### config.mk
export PLATFORM = sky130hd
export DESIGN_NAME = bir_addr_mod
export DESIGN_NICKNAME = d
export VERILOG_FILES = /design/src/design/bir_pkg.sv /design/src/design/bir_addr_mod.sv
export SDC_FILE = /design/constraint.sdc
export NUM_CORES = 1
export LEC_CHECK = 0
export BUFFER_PORTS_ARGS = -buffer_cell sky130_fd_sc_hd__clkbuf_2
export CAP_MARGIN = 20
export CELL_PAD_IN_SITES_DETAIL_PLACEMENT = 1
export CELL_PAD_IN_SITES_GLOBAL_PLACEMENT = 1
export CORE_ASPECT_RATIO = 1.75
export CORE_MARGIN = 5
export CORE_UTILIZATION = 30
export CTS_CLUSTER_SIZE = 12
export DETAILED_ROUTE_END_ITERATION = 8
export GPL_ROUTABILITY_DRIVEN = 0
export PLACE_DENSITY = 0.77
export SLEW_MARGIN = 20
export SYNTH_ARGS = -nofsm -noshare
export SYNTH_HDL_FRONTEND = slang
export SYNTH_SLANG_ARGS = --single-unit
### constraint.sdc
create_clock -name clk -period 0.8 [get_ports clk]
set_input_delay 0.12 -clock clk [delete_from_list [all_inputs] [get_ports clk]]
set_output_delay 0.12 -clock clk [all_outputs]
set_load 0.05 [all_outputs]
### src/design/bir_pkg.sv
// ----------------------------------------------------------------------------
// bir_pkg
// Shared types and constants of the bilinear image resize unit.
// ----------------------------------------------------------------------------
package bir_pkg;

  // Default depth of the source pixel store.
  localparam int SOURCE_PIXELS = 65536;

  // Fixed-point layout of the source position.
  localparam int FRAC_BITS = 10;
  localparam int STEP_W    = 19;  // 9-bit size shifted by the fraction bits
  localparam int POS_W     = 31;  // 12-bit coordinate times a step
  localparam int WEIGHT_SHIFT = 12;

  localparam logic [9:0] FRAC_MAX = 10'd1023;

  // Configuration register indexes.
  localparam int CFG_IDX_W = 2;
  localparam logic [CFG_IDX_W-1:0] CFG_SOURCE_WIDTH  = 2'd0;
  localparam logic [CFG_IDX_W-1:0] CFG_SOURCE_HEIGHT = 2'd1;
  localparam logic [CFG_IDX_W-1:0] CFG_TARGET_WIDTH  = 2'd2;
  localparam logic [CFG_IDX_W-1:0] CFG_TARGET_HEIGHT = 2'd3;
  localparam int CFG_DATA_W = 13;

  // Register reset values and the steps that follow from them.
  localparam logic [8:0]        SOURCE_SIZE_RST = 9'd256;
  localparam logic [12:0]       TARGET_SIZE_RST = 13'd256;
  localparam logic [STEP_W-1:0] STEP_RST        = 19'd1024;

  // Input item opcodes.
  localparam logic OP_LOAD   = 1'b0;
  localparam logic OP_SAMPLE = 1'b1;

  typedef struct packed {
    logic        opcode;
    logic [15:0] load_index;
    logic [23:0] load_rgb;
    logic [11:0] dest_x;
    logic [11:0] dest_y;
  } in_item_t;

  typedef struct packed {
    logic [23:0] sample_rgb;
    logic [11:0] sample_x;
    logic [11:0] sample_y;
  } out_item_t;

endpackage

### src/design/bir_addr_mod.sv
// ----------------------------------------------------------------------------
// bir_addr_mod
// Three-stage reduction of a neighbor address modulo the store depth by a
// reciprocal multiply and one correcting subtract.
// ----------------------------------------------------------------------------
module bir_addr_mod #(
  parameter int SOURCE_PIXELS = bir_pkg::SOURCE_PIXELS,
  parameter int AW            = $clog2(SOURCE_PIXELS)
) (
  input  logic                       clk,
  input  logic [bir_pkg::POS_W-1:0]  addr_i,
  output logic [AW-1:0]              addr_o
);

  localparam int XW = bir_pkg::POS_W;
  localparam logic [31:0] RECIP = 32'((64'd1 << 32) / SOURCE_PIXELS);
  localparam logic [AW:0] MODN  = (AW+1)'(SOURCE_PIXELS);

  logic [XW+31:0]  prod;
  logic [XW-1:0]   quo_r;
  logic [XW-1:0]   x1_r;
  logic [2*AW+1:0] qn;
  logic [AW:0]     rem_r;
  logic [AW-1:0]   addr_r;

  // Estimated quotient, low by at most one.
  assign prod = {32'd0, addr_i} * {{XW{1'b0}}, RECIP};
  assign qn   = quo_r[AW:0] * MODN;

  always_ff @(posedge clk) begin
    quo_r <= prod[XW+31:32];
    x1_r  <= addr_i;
    // The true remainder lies below twice the depth, so low bits suffice.
    rem_r <= x1_r[AW:0] - qn[AW:0];
    if (rem_r >= MODN) begin
      addr_r <= AW'(rem_r - MODN);
    end else begin
      addr_r <= rem_r[AW-1:0];
    end
  end

  assign addr_o = addr_r;

endmodule

After elaboration in Yosys (flattened, before gate mapping)
Cells that the tools add are included.

Memories: 0. Memory bits (read-only): 0. Logic and storage cells: 8. RAM bits: 0. Output and inout bits: 16. Flip-flop bits (word level): 51. Latch bits: 0. Input port bits: 32.

Div/mod/pow operators: 0. Multiplexer cells: 1. Add/subtract/negate cells: 2. Shifts and indexed selects: 0. Reduce and logical (&&, ||, !) cells: 0. $mul: 0. Equality and inequality tests: 0. Bitwise gates (word level): 0. Order comparisons: 1.

Operators with widths (number): 17-bit greater-or-equal comparator (second input constant) (1); 17-bit subtractor (1); 16-bit two-way mux (1); 16-bit by 1-bit subtractor with 16-bit output (second input constant) (1).

Logic depth before layout (Yosys ltp)
Depth in word-level cells: 2. Depth in mapped cells: 0. Depth with buffers taken out: 0.

Worst setup path before layout
No wires, ideal clock.

Path kind: register -> output. From: register addr_r[0] (netlist: addr_o[0]). To: output addr_o[0]. Slack: 0.093 ns. Arrival: 0.587 ns. Cell stages (with the launch flop): 1. Buffers on the path: 0. Required time: 0.680 ns. Cells stage by stage: dfxtp_1.

RTL lines: start, declared (RTL line bir_addr_mod.sv:24) `logic [AW-1:0] addr_r;`; start signal, assigned (RTL line bir_addr_mod.sv:36) `addr_r <= AW'(rem_r - MODN);`; start signal, assigned (RTL line bir_addr_mod.sv:38) `addr_r <= rem_r[AW-1:0];`; end, declared (RTL line bir_addr_mod.sv:12) `output logic [AW-1:0] addr_o`.

No word-level cell between the ends.

Worst setup path after layout
From: register addr_r[0] (netlist: addr_o[0]). To: output addr_o[0].

No word-level cell between the ends.

==> results.txt <==
Clock tree synthesis inserted a total of 5 buffers. The worst hold path passes through 0 cells. The die is 84.9 um tall. The endpoint identified for the worst register-to-register timing path is addr_o[13].

In the routed layout, each cell is associated on average with a via count of 3.41. The worst supply voltage drop on vdd is 2540 uV. The diode insertion count for antenna repair is 0. The share of the synthesized area in the top cell type came out at 100%.

Traced cell by cell, the critical path runs through clkbuf_16. The area overhead of the layout relative to synthesis is 78.6%. The required time at the endpoint of the critical path came out at 0.68 ns. The via count of the first global-routing pass is 509. Counting every instance in the synthesized netlist gives 48. The count of different cell masters after synthesis came out at 1.

The worst setup slack before clock tree synthesis is 0.102 ns. The floorplan step defined a die boundary enclosing 4480 um^2. The slowest stage of the critical path belongs to the cell sky130_fd_sc_hd__dfxtp_2. The number of slew-limit violations in the final report is 0. Setup violations remaining at the end of the flow were counted as 16. The simple-gate share of the synthesized area came out at 0%. The overall die width is 52.8 um. After filler insertion, the fill cell instance count of the layout stands at 289. TritonCTS built the clock tree. The number of hold violations in the final report came out at 0.

The buffers plus inverters on the worst setup path came out at 1. The multi-input combinational cells in the finished layout cover a total of 0 um^2. After detailed routing, the number of remaining DRC violations is 0.

The routed length per placed instance came out at 10.1 um. The ratio of final minimum period to clock period is 113%. Setup repair after global routing could not meet its margin everywhere. The total global routing overflow is 0.

The number of primary I/O pins came out at 48. After synthesis, flip-flops and latches occupy 100% of the total area. The total clock sinks came out at 48. The critical path's largest stage delay is 0.34 ns. For this block, the routed nets add up to 1490 um of wire. The number of DRC violations after detailed-routing iteration 0 came out at 1. The number of stages on the worst setup path is 1. Counting flops and latches in the post-synthesis netlist gives 48.

The synthesized-area fraction occupied by xor and xnor cells came out at 0%. The number of vias in the routed layout came out at 501. The worst hold path terminates at addr_o[3]. The root buffer cell chosen for the clock tree is sky130_fd_sc_hd__clkbuf_8. The number of warnings reported in the yosys synthesis log is 0.

Port buffering added 32 buffers. The slack of the critical path came out at -0.104 ns. The run finished, with violations left. The instance area after placement is 1170 um^2. The path class of the tightest hold or removal check is register to register. The remaining max-slew budget at the tightest pin came out at 94.5%. The critical path is of the register to output port type. In this run the static leakage power is 0.000755 uW. In this run the worst path has a maximum fanout of 1.

The area inside the core boundary is 3110 um^2. The reg2reg setup slack came out at 0.38 ns. For the worst setup path, the data arrival time is 0.78 ns.

Measured in cells, the most critical reg-to-reg path has a length of 0. Each instance of the synthesized netlist takes up on average 20.0 um^2. Global routing used 7.85% of the available tracks across all layers. The number of violations of the max-capacitance limit came out at 0. Cells with a size suffix above 1 make up 53.8% of the layout. In this run the post-CTS setup repair buffer count came out at 0. The complex-gate fraction of the synthesized area came out at 0%. The synthesized net count is 80. On the critical path the largest part of the delay comes from flip-flops.

The type of element capturing the critical path is an output port. The count of multi-input gates is 0. The number of antenna violations at the first check in global routing is 0.

In this run the deepest clock path goes through 2 buffers. The sequential cell area in the final layout came out at 981 um^2. Entering global routing, the biggest net connects 16 pins. The first-pass GRT wire length is 2330 um.

The slew at the pin closest to its max-slew limit came out at 0.0820 ns. Clock skew on the completed layout was measured at 0.00426 ns. The critical path startpoint category is a register. The antenna violation net count after detailed routing is 0. The beginning of the worst register-to-register path is rem_r[13]. In this run the number of H-tree levels came out at 2.

The final hold slack came out at 0.329 ns. The latest clock arrival within the worst-skew pair is 0.28 ns. The final-stage net count is 135. Clock-pin slew was measured on the worst setup and hold paths at 0.08 ns. The power density normalized to cell area came out at 2700 nW/um^2. The first detailed-routing pass ran for 2 iterations. By area the synthesized netlist is led by sky130_fd_sc_hd__dfxtp_1 100%. The minimum period implied by the final worst setup slack came out at 0.904 ns. Summing the areas of all fa, ha and maj instances in the mapped netlist gives 0% of the synthesized area. The multiplexer fraction of the synthesized cell area came out at 0%.

The top achievable clock speed is 1110 MHz. The biggest area contributor in the post-synthesis netlist is sky130_fd_sc_hd__dfxtp_1. The finished cells cover 1720 um^2. The checks that failed: negative setup slack. The placement row count came out at 27. The cell area that synthesis handed to floorplanning was 961 um^2. In the layout the commonest cells are 32 x sky130_fd_sc_hd__dfxtp_1, 16 x sky130_fd_sc_hd__dfxtp_2, 16 x sky130_fd_sc_hd__dlygate4sd3_1, 16 x sky130_fd_sc_hd__clkbuf_2, 9 x sky130_fd_sc_hd__clkbuf_16. Leaving out fill and tap cells, the most frequent cell in the layout is sky130_fd_sc_hd__dfxtp_1. The startpoint of the worst hold path is rem_r[3].

The total power is 4630 uW. The starting density of the core came out at 30.9%.
kinds of logic (layout without fill, tap and decap cells):
logic type,after synthesis,after routing
buffers and inverters,0,56
DFF,48,48
report_power, final:
part,internal (uW),switching (uW),total [uW]
combinational,227,186,413
clock,924,723,1650
sequential,2520,47.3,2570
worst max path at each step:
stage / from / end / slack (ns)
2_1_floorplan: addr_o[0] / addr_o[0] / 0.09
3_3_place_gp: addr_o[0] / addr_o[0] / 0.13
3_5_place_dp: addr_o[8] / addr_o[8] / 0.10
4_1_cts: addr_o[15] / addr_o[15] / -0.13
5_1_grt: addr_o[0] / addr_o[0] / -0.15
6_report: addr_o[0] / addr_o[0] / -0.10
final cells by class:
class                 instances  area share, %
Sequential cell              48           57.1
Timing Repair Buffer         48           33.2
Clock buffer                  5           4.01
Tap cell                     43           3.13
Clock inverter                3           2.48
metrics by stage:
stage	TNS (ns)	utilization [%]	instances
finish	-1.45	55.2	147
global placement	0	37.8	123
CTS	-1.83	55.0	147
detailed placement	0	37.8	123
global route	-2.08	55.2	147
floorplan	0	-	48
Yosys cell counts:
cell type / count
sky130_fd_sc_hd__dfxtp_1: 48
registers in the layout (all words and copies together) (netlist names):
register  cells
addr_o       16
rem_r        16
x1_r         16
per-layer routing:
metal	up-vias	GRT usage [%]	wire length [um]
li1	253	-	-
met1	220	6.73	549
met2	23	12.8	762
met3	5	2.64	102
met4	0	8.37	72
met5	-	0	0
timing repair:
item / in CTS / in global routing
hold buffers: 16 / 0
resized for setup: 57 / 7
pin swaps: 0 / 0
endpoints found under the hold margin: 16 / 0
endpoints found under the setup margin: 16 / 16
gates cloned: 0 / 0
Power figures use the tool's default switching activity.
