### src/design/bir_pkg.sv
// ----------------------------------------------------------------------------
// bir_pkg
// Shared types and constants of the bilinear image resize unit.
// ----------------------------------------------------------------------------
package bir_pkg;

  // Default depth of the source pixel store.
  localparam int SOURCE_PIXELS = 65536;

  // Fixed-point layout of the source position.
  localparam int FRAC_BITS = 10;
  localparam int STEP_W    = 19;  // 9-bit size shifted by the fraction bits
  localparam int POS_W     = 31;  // 12-bit coordinate times a step
  localparam int WEIGHT_SHIFT = 12;

  localparam logic [9:0] FRAC_MAX = 10'd1023;

  // Configuration register indexes.
  localparam int CFG_IDX_W = 2;
  localparam logic [CFG_IDX_W-1:0] CFG_SOURCE_WIDTH  = 2'd0;
  localparam logic [CFG_IDX_W-1:0] CFG_SOURCE_HEIGHT = 2'd1;
  localparam logic [CFG_IDX_W-1:0] CFG_TARGET_WIDTH  = 2'd2;
  localparam logic [CFG_IDX_W-1:0] CFG_TARGET_HEIGHT = 2'd3;
  localparam int CFG_DATA_W = 13;

  // Register reset values and the steps that follow from them.
  localparam logic [8:0]        SOURCE_SIZE_RST = 9'd256;
  localparam logic [12:0]       TARGET_SIZE_RST = 13'd256;
  localparam logic [STEP_W-1:0] STEP_RST        = 19'd1024;

  // Input item opcodes.
  localparam logic OP_LOAD   = 1'b0;
  localparam logic OP_SAMPLE = 1'b1;

  typedef struct packed {
    logic        opcode;
    logic [15:0] load_index;
    logic [23:0] load_rgb;
    logic [11:0] dest_x;
    logic [11:0] dest_y;
  } in_item_t;

  typedef struct packed {
    logic [23:0] sample_rgb;
    logic [11:0] sample_x;
    logic [11:0] sample_y;
  } out_item_t;

endpackage

### src/design/bir_step_div.sv
// ----------------------------------------------------------------------------
// bir_step_div
// Restoring divider that works out the horizontal and vertical steps
// (size << 10) / target, one quotient bit per cycle for both axes.
// ----------------------------------------------------------------------------
module bir_step_div (
  input  logic                             clk,
  input  logic                             rst_n,
  input  logic                             start,
  input  logic [bir_pkg::STEP_W-1:0]       dividend_x,
  input  logic [12:0]                      divisor_x,
  input  logic [bir_pkg::STEP_W-1:0]       dividend_y,
  input  logic [12:0]                      divisor_y,
  output logic                             busy,
  output logic [bir_pkg::STEP_W-1:0]       step_x,
  output logic [bir_pkg::STEP_W-1:0]       step_y
);

  localparam int SW = bir_pkg::STEP_W;

  typedef enum logic [1:0] {
    DIV_IDLE = 2'b01,
    DIV_RUN  = 2'b10
  } div_state_t;

  div_state_t  state_r, state_nxt;
  logic [4:0]  cnt_r, cnt_nxt;
  logic [SW-1:0] qx_r, qx_nxt, qy_r, qy_nxt;
  logic [12:0] rx_r, rx_nxt, ry_r, ry_nxt;
  logic [12:0] dx_r, dy_r;
  logic [SW-1:0] step_x_r, step_x_nxt, step_y_r, step_y_nxt;
  logic [13:0] trial_x, trial_y;

  // One restoring step per axis.
  always_comb begin
    state_nxt  = state_r;
    cnt_nxt    = cnt_r;
    qx_nxt     = qx_r;
    qy_nxt     = qy_r;
    rx_nxt     = rx_r;
    ry_nxt     = ry_r;
    step_x_nxt = step_x_r;
    step_y_nxt = step_y_r;
    trial_x    = {rx_r, qx_r[SW-1]};
    trial_y    = {ry_r, qy_r[SW-1]};
    if (start) begin
      state_nxt = DIV_RUN;
      cnt_nxt   = 5'(SW);
      qx_nxt    = dividend_x;
      qy_nxt    = dividend_y;
      rx_nxt    = '0;
      ry_nxt    = '0;
    end else if (state_r == DIV_RUN) begin
      if (trial_x >= {1'b0, dx_r}) begin
        rx_nxt = 13'(trial_x - {1'b0, dx_r});
        qx_nxt = {qx_r[SW-2:0], 1'b1};
      end else begin
        rx_nxt = trial_x[12:0];
        qx_nxt = {qx_r[SW-2:0], 1'b0};
      end
      if (trial_y >= {1'b0, dy_r}) begin
        ry_nxt = 13'(trial_y - {1'b0, dy_r});
        qy_nxt = {qy_r[SW-2:0], 1'b1};
      end else begin
        ry_nxt = trial_y[12:0];
        qy_nxt = {qy_r[SW-2:0], 1'b0};
      end
      cnt_nxt = cnt_r - 5'd1;
      if (cnt_r == 5'd1) begin
        state_nxt  = DIV_IDLE;
        step_x_nxt = qx_nxt;
        step_y_nxt = qy_nxt;
      end
    end
  end

  // Control and result registers.
  always_ff @(posedge clk) begin
    if (!rst_n) begin
      state_r  <= DIV_IDLE;
      cnt_r    <= '0;
      step_x_r <= bir_pkg::STEP_RST;
      step_y_r <= bir_pkg::STEP_RST;
    end else begin
      state_r  <= state_nxt;
      cnt_r    <= cnt_nxt;
      step_x_r <= step_x_nxt;
      step_y_r <= step_y_nxt;
    end
  end

  // Datapath registers.
  always_ff @(posedge clk) begin
    qx_r <= qx_nxt;
    qy_r <= qy_nxt;
    rx_r <= rx_nxt;
    ry_r <= ry_nxt;
    if (start) begin
      dx_r <= divisor_x;
      dy_r <= divisor_y;
    end
  end

  assign busy   = (state_r == DIV_RUN);
  assign step_x = step_x_r;
  assign step_y = step_y_r;

endmodule

### config.mk
export PLATFORM = sky130hd
export DESIGN_NAME = bir_step_div
export DESIGN_NICKNAME = d
export VERILOG_FILES = /design/src/design/bir_pkg.sv /design/src/design/bir_step_div.sv
export SDC_FILE = /design/constraint.sdc
export NUM_CORES = 1
export LEC_CHECK = 0
export BUFFER_PORTS_ARGS = -buffer_cell sky130_fd_sc_hd__buf_2
export CAP_MARGIN = 5
export CORE_ASPECT_RATIO = 1.4
export CORE_UTILIZATION = 49
export CTS_BUF_LIST = sky130_fd_sc_hd__clkbuf_16
export DETAILED_ROUTE_END_ITERATION = 6
export PLACE_DENSITY = 0.71
export SYNTH_ARGS = -nofsm -noshare
export SYNTH_HDL_FRONTEND = slang
export SYNTH_SLANG_ARGS = --single-unit
### constraint.sdc
create_clock -name clk -period 3.35 [get_ports clk]
set_clock_uncertainty 0.1 [all_clocks]
set_input_delay 0.335 -clock clk [delete_from_list [all_inputs] [get_ports clk]]
set_output_delay 0.335 -clock clk [all_outputs]
set_load 0.05 [all_outputs]
=== After elaboration in Yosys (flattened, before gate mapping) ===
Index checks and enable logic that the tools add are counted.

* Flip-flop bits (word level): 135
* Output and inout port bits: 39

* Muxes and demuxes: 13
* Reductions and logical operators: 5
* Order comparisons: 2
* Bitwise operators: 2
* $add $sub $neg: 3
* Equality and inequality tests: 2

{| class="wikitable"
|+ Operators with widths
! cell !! count
|-
| $mux 19 || 4
|-
| $ge 14x13->1 || 2
|-
| $mux 13 || 2
|-
| $sub 13x13->13 || 2
|-
| $mux 5 || 2
|-
| $mux 2 || 3
|-
| $eq 5x1->1 const B || 1
|-
| $sub 5x1->5 const B || 1
|-
| $reduce_bool 2->1 || 2
|-
| $reduce_and 3->1 || 1
|-
| $eq 2x2->1 const B || 1
|-
| $mux 1 || 2
|-
| $not 1->1 || 2
|-
| $reduce_and 2->1 || 1
|-
| $reduce_or 2->1 || 1
|}

=== Longest topological paths before layout ===
* Depth in word-level cells: 4
* Gate-level depth with buffers: 11
* Mapped depth without buffers: 10

=== Worst setup path before layout ===
Ideal clock, no wire load.

* Path type: register to register
* Start: reg qx_r[18]
* End: reg qx_r[0], data pin
* Setup time: 0.260 ns
* Stages on the path, launching flop included: 11
* Path slack: 0.937 ns
* Clock period less this slack: 2.413 ns
* Arrival time: 2.053 ns
* Required time: 2.990 ns
* Path through: edfxtp_1 > inv_1 > ha_1 > inv_1 > fa_1 > a21oi_1 > o211ai_1 > a21o_2 > or2_1 > buf_4 > mux2_2

* Word-level cells in the longest chain between the ends: 4

{| class="wikitable"
|+ RTL lines
! element !! line !! RTL
|-
| start, declared || bir_step_div.sv:28 || <nowiki>logic [SW-1:0] qx_r, qx_nxt, qy_r, qy_nxt;</nowiki>
|-
| start signal, assigned || bir_step_div.sv:94 || <nowiki>qx_r <= qx_nxt;</nowiki>
|-
| $ge 14x13->1 || bir_step_div.sv:54 || <nowiki>if (trial_x >= {1'b0, dx_r}) begin</nowiki>
|-
| $mux 1 || bir_step_div.sv:54 ||
|-
| $mux 19 || bir_step_div.sv:53 || <nowiki>end else if (state_r == DIV_RUN) begin</nowiki>
|-
| $mux 19 || bir_step_div.sv:46 || <nowiki>if (start) begin</nowiki>
|-
| net qx_nxt[0] || bir_step_div.sv:28 ||
|}

The timed path passes the listed nets, and every way through them passes these cells. The select of a mux whose other input is x is not followed.
A chain may end at the register's enable or synchronous reset.

=== Worst setup path in the final report ===
* Start: reg qy_r[18]
* End: reg qy_r[0], data pin

* Word-level cells in the longest chain between the ends: 4

{| class="wikitable"
|+ RTL lines
! element !! line !! RTL
|-
| start, declared || bir_step_div.sv:28 ||
|-
| start signal, assigned || bir_step_div.sv:95 || <nowiki>qy_r <= qy_nxt;</nowiki>
|-
| $ge 14x13->1 || bir_step_div.sv:61 || <nowiki>if (trial_y >= {1'b0, dy_r}) begin</nowiki>
|-
| $mux 1 || bir_step_div.sv:61 ||
|-
| $mux 19 || bir_step_div.sv:53 ||
|-
| $mux 19 || bir_step_div.sv:46 ||
|-
| net qy_nxt[0] || bir_step_div.sv:28 ||
|}

The timed path passes the listed nets, and every way through them passes these cells. The select of a mux whose other input is x is not followed.

==> out/results.txt <==
Post-synthesis sequential area ratio -> 50.27%
Filler cells -> 1129
Dpl cell area -> 7318 sq um
Initial Util -> 49.91%
Nets -> 866
Max Cap Viol -> 0
Syn avg cell area -> 10.36 sq um
Residual DRC -> 0
Worst-path clk slew -> 0.06 ns
Post-CTS Setup Bufs -> 0
Hold depth -> 2
Mapped Area -> 6650 sq um
DRT iter0 DRCs -> 210
Routed Antenna Nets -> 0
Die Wd -> 100.5 microns
Cells after Synth -> 642
CP Data Required Time -> 3.42 ns
PostCTS Resize Cnt -> 0
First-pass GRT wire length -> 26410 microns
Worst skew pair latency -> 0.41 ns
Final WL -> 15610 microns
Post-route cell area -> 8159 sq um
Net Count, Synth -> 739
Seq cells post-synth -> 135
Die Area -> 14050 sq um
CP Max Fanout -> 9
CTS Hold Buffers Added -> 26
Synth-to-Final Area Change -> 22.69%
HP Class -> input port to flop
Worst IR Drop VDD -> 0.2927 mV
Area of the core -> 13330 sq um
Most frequent cells after synthesis -> nand2_1, dfxtp_1, edfxtp_1
Tot Pwr -> 4236 uW
Number of global-route vias before repair -> 5577
Worst R2R Start -> qy_r[18]$_DFFE_PP_
Slowest cell on crit path -> fa_1
Crit path capture -> qy_r[0]$_DFFE_PP_
Reg2reg end -> qy_r[0]$_DFFE_PP_
Slew @ Worst Pin -> 0.7845 ns
CTS H-tree lvls -> 4
Status -> complete, no violations
I/O Buffers -> 105
Setup TNS -> 0 ns
Setup violators final -> 0
PwrDens -> 519.1 nW/um^2
Routed length per instance -> 16.19 microns
Cell mode on critical path -> inv_1
CTS tree -> built
Largest area contributor in the netlist -> edfxtp_1
Worst setup SP type -> flop
Most frequent cell after synthesis -> nand2_1
Final cycle utilization of the critical path -> 78.47%
Share of the synthesized area in the top cell type -> 28.90%
EDFF count, synth -> 64
Ys async rst share -> 0%
DRT Pass-1 Iters -> 5
Critical path endpoint category -> flop
Clock Sinks -> 135
Post-route minimum period -> 2.629 ns
RePlAce Congestion -> 0.8790
Initial antenna violation count -> 0
TritonCTS Buffers -> 17
DR vias/cell -> 5.460
F_max -> 380.4 MHz
DIE HEIGHT -> 139.8 microns
Reg2Reg Depth -> 9
I/O pin total -> 106
Layout cells sized above 1 -> 25.58%
Slew HR -> 47.70%
RSZ-0062 raised after global routing -> false
Top FF cell, synth -> dfxtp_1
Root buf cell -> clkbuf_16
Vias after detailed routing -> 5263
Crit path DAT -> 2.70 ns
Ys Warns -> 0
Worst R2R Setup Slack -> 0.72 ns
Overflow after GRT -> 0
Top post-synthesis cells by area -> edfxtp_1, dfxtp_1, mux2_2, nand2_1, ha_1
CTS Buffer Depth -> 2
Max-slew violation count -> 0
Lkg Pwr -> 0.003379 uW
Rows -> 50
Worst Setup SP -> qy_r[18]$_DFFE_PP_
Critical Path, Cell by Cell -> inv_1, ha_1, inv_1, fa_1, nand3_1, a211oi_1, o31ai_2, nand2_2, mux2_2
Final hold vios -> 0
Ant diodes -> 0
Synth cell types -> 65
Setup CP Type -> flop to flop
Pin count of the biggest net entering global routing -> 46
Total track usage -> 24.13%
Max incr delay on CP -> 0.42 ns
DP HPWL -> 10630 microns
-- worst min path at each step --
stage,start,endpoint,slack [ns]
floorplan,divisor_x[0],dx_r[0]$_DFFE_PP_,0.33
global placement,step_y[15]$_SDFFE_PN0P_,step_y[15]$_SDFFE_PN0P_,0.35
detailed placement,step_x[15]$_SDFFE_PN0P_,step_x[15]$_SDFFE_PN0P_,0.36
CTS,dividend_y[9],qy_r[9]$_DFFE_PP_,0.11
global route,dividend_x[4],qx_r[4]$_DFFE_PP_,0.11
finish,dividend_y[7],qy_r[7]$_DFFE_PP_,0.12
-- cells in the final DEF (no fill, tap or decap), drive strengths merged, types with 10 or more instances in the layout --
cell	n
a211oi	14
a21boi	36
a21o	10
a21oi	23
a311oi	10
buf	113
clkbuf	17
dfxtp	71
dlygate4sd3	26
edfxtp	64
ha	28
inv	45
mux2	40
nand2	110
nand3	15
nor2	38
o21ai	17
xnor2	10
-- metrics by stage --
| step | cells | setup WS [ns] | utilization (%) | hold slack (ns) |
|---|---|---|---|---|
| 3_5_place_dp | 906 | 0.7604 | 54.92 | 0.3574 |
| 2_1_floorplan | 642 | 0.9370 | - | 0.3339 |
| 4_1_cts | 964 | 0.7571 | 61.23 | 0.1054 |
| 6_report | 964 | 0.7212 | 61.23 | 0.1232 |
| 5_1_grt | 964 | 0.5293 | 61.23 | 0.1134 |
| 3_3_place_gp | 906 | 0.8322 | 54.92 | 0.3516 |
-- final cells by class --
cell class	instances	area, sq um	share of cell area (%)
Sequential cell	135	3343	40.98
Multi-Input combinational cell	437	3013	36.93
Timing Repair Buffer	139	848.3	10.40
Clock buffer	17	425.4	5.214
Tap cell	182	227.7	2.791
Clock inverter	15	155.1	1.902
Inverter	39	146.4	1.794
-- flip-flops by register name (all words and copies together) (netlist names) --
register	cells
step_y	19
dx_r	13
rx_r	13
qx_r	19
qy_r	19
cnt_r	5
state_r	2
step_x	19
ry_r	13
dy_r	13
-- kinds of logic after synthesis --
kind of cell	after synthesis	synth area share (%)
and+or+nand+nor	200	13.26
AOI/OAI and AO/OA	146	16.56
DFF	135	50.27
buffers and inverters	70	4.421
muxes	44	7.375
adders and majority gates	30	5.870
xor gates and xnor gates	17	2.239
-- layer usage --
layer | part of all wire, % | track usage, % | wire, microns | vias up
li1 | - | - | - | 2552
met2 | 52 | 41.82 | 8189 | 125
met5 | 0 | 0 | 0 | -
met1 | 40 | 27.26 | 6216 | 2551
met3 | 4.9 | 6.429 | 759 | 35
met4 | 2.8 | 11.29 | 444 | 0
-- report_power, final --
part           switching, uW  internal [uW]
sequential              48.3           1830
clock                    733           1100
combinational            287            233
-- critical path: cells and delay by family, from the launching register on --
family | cells | cell delay, ns
muxes | 1 | 0.32
buffers and inverters | 2 | 0.13
adders and majority gates | 2 | 0.58
and+or+nand+nor | 2 | 0.34
AOI/OAI and AO/OA | 2 | 0.52
DFF | 1 | 0.39
(Power assumes the default switching activity.)
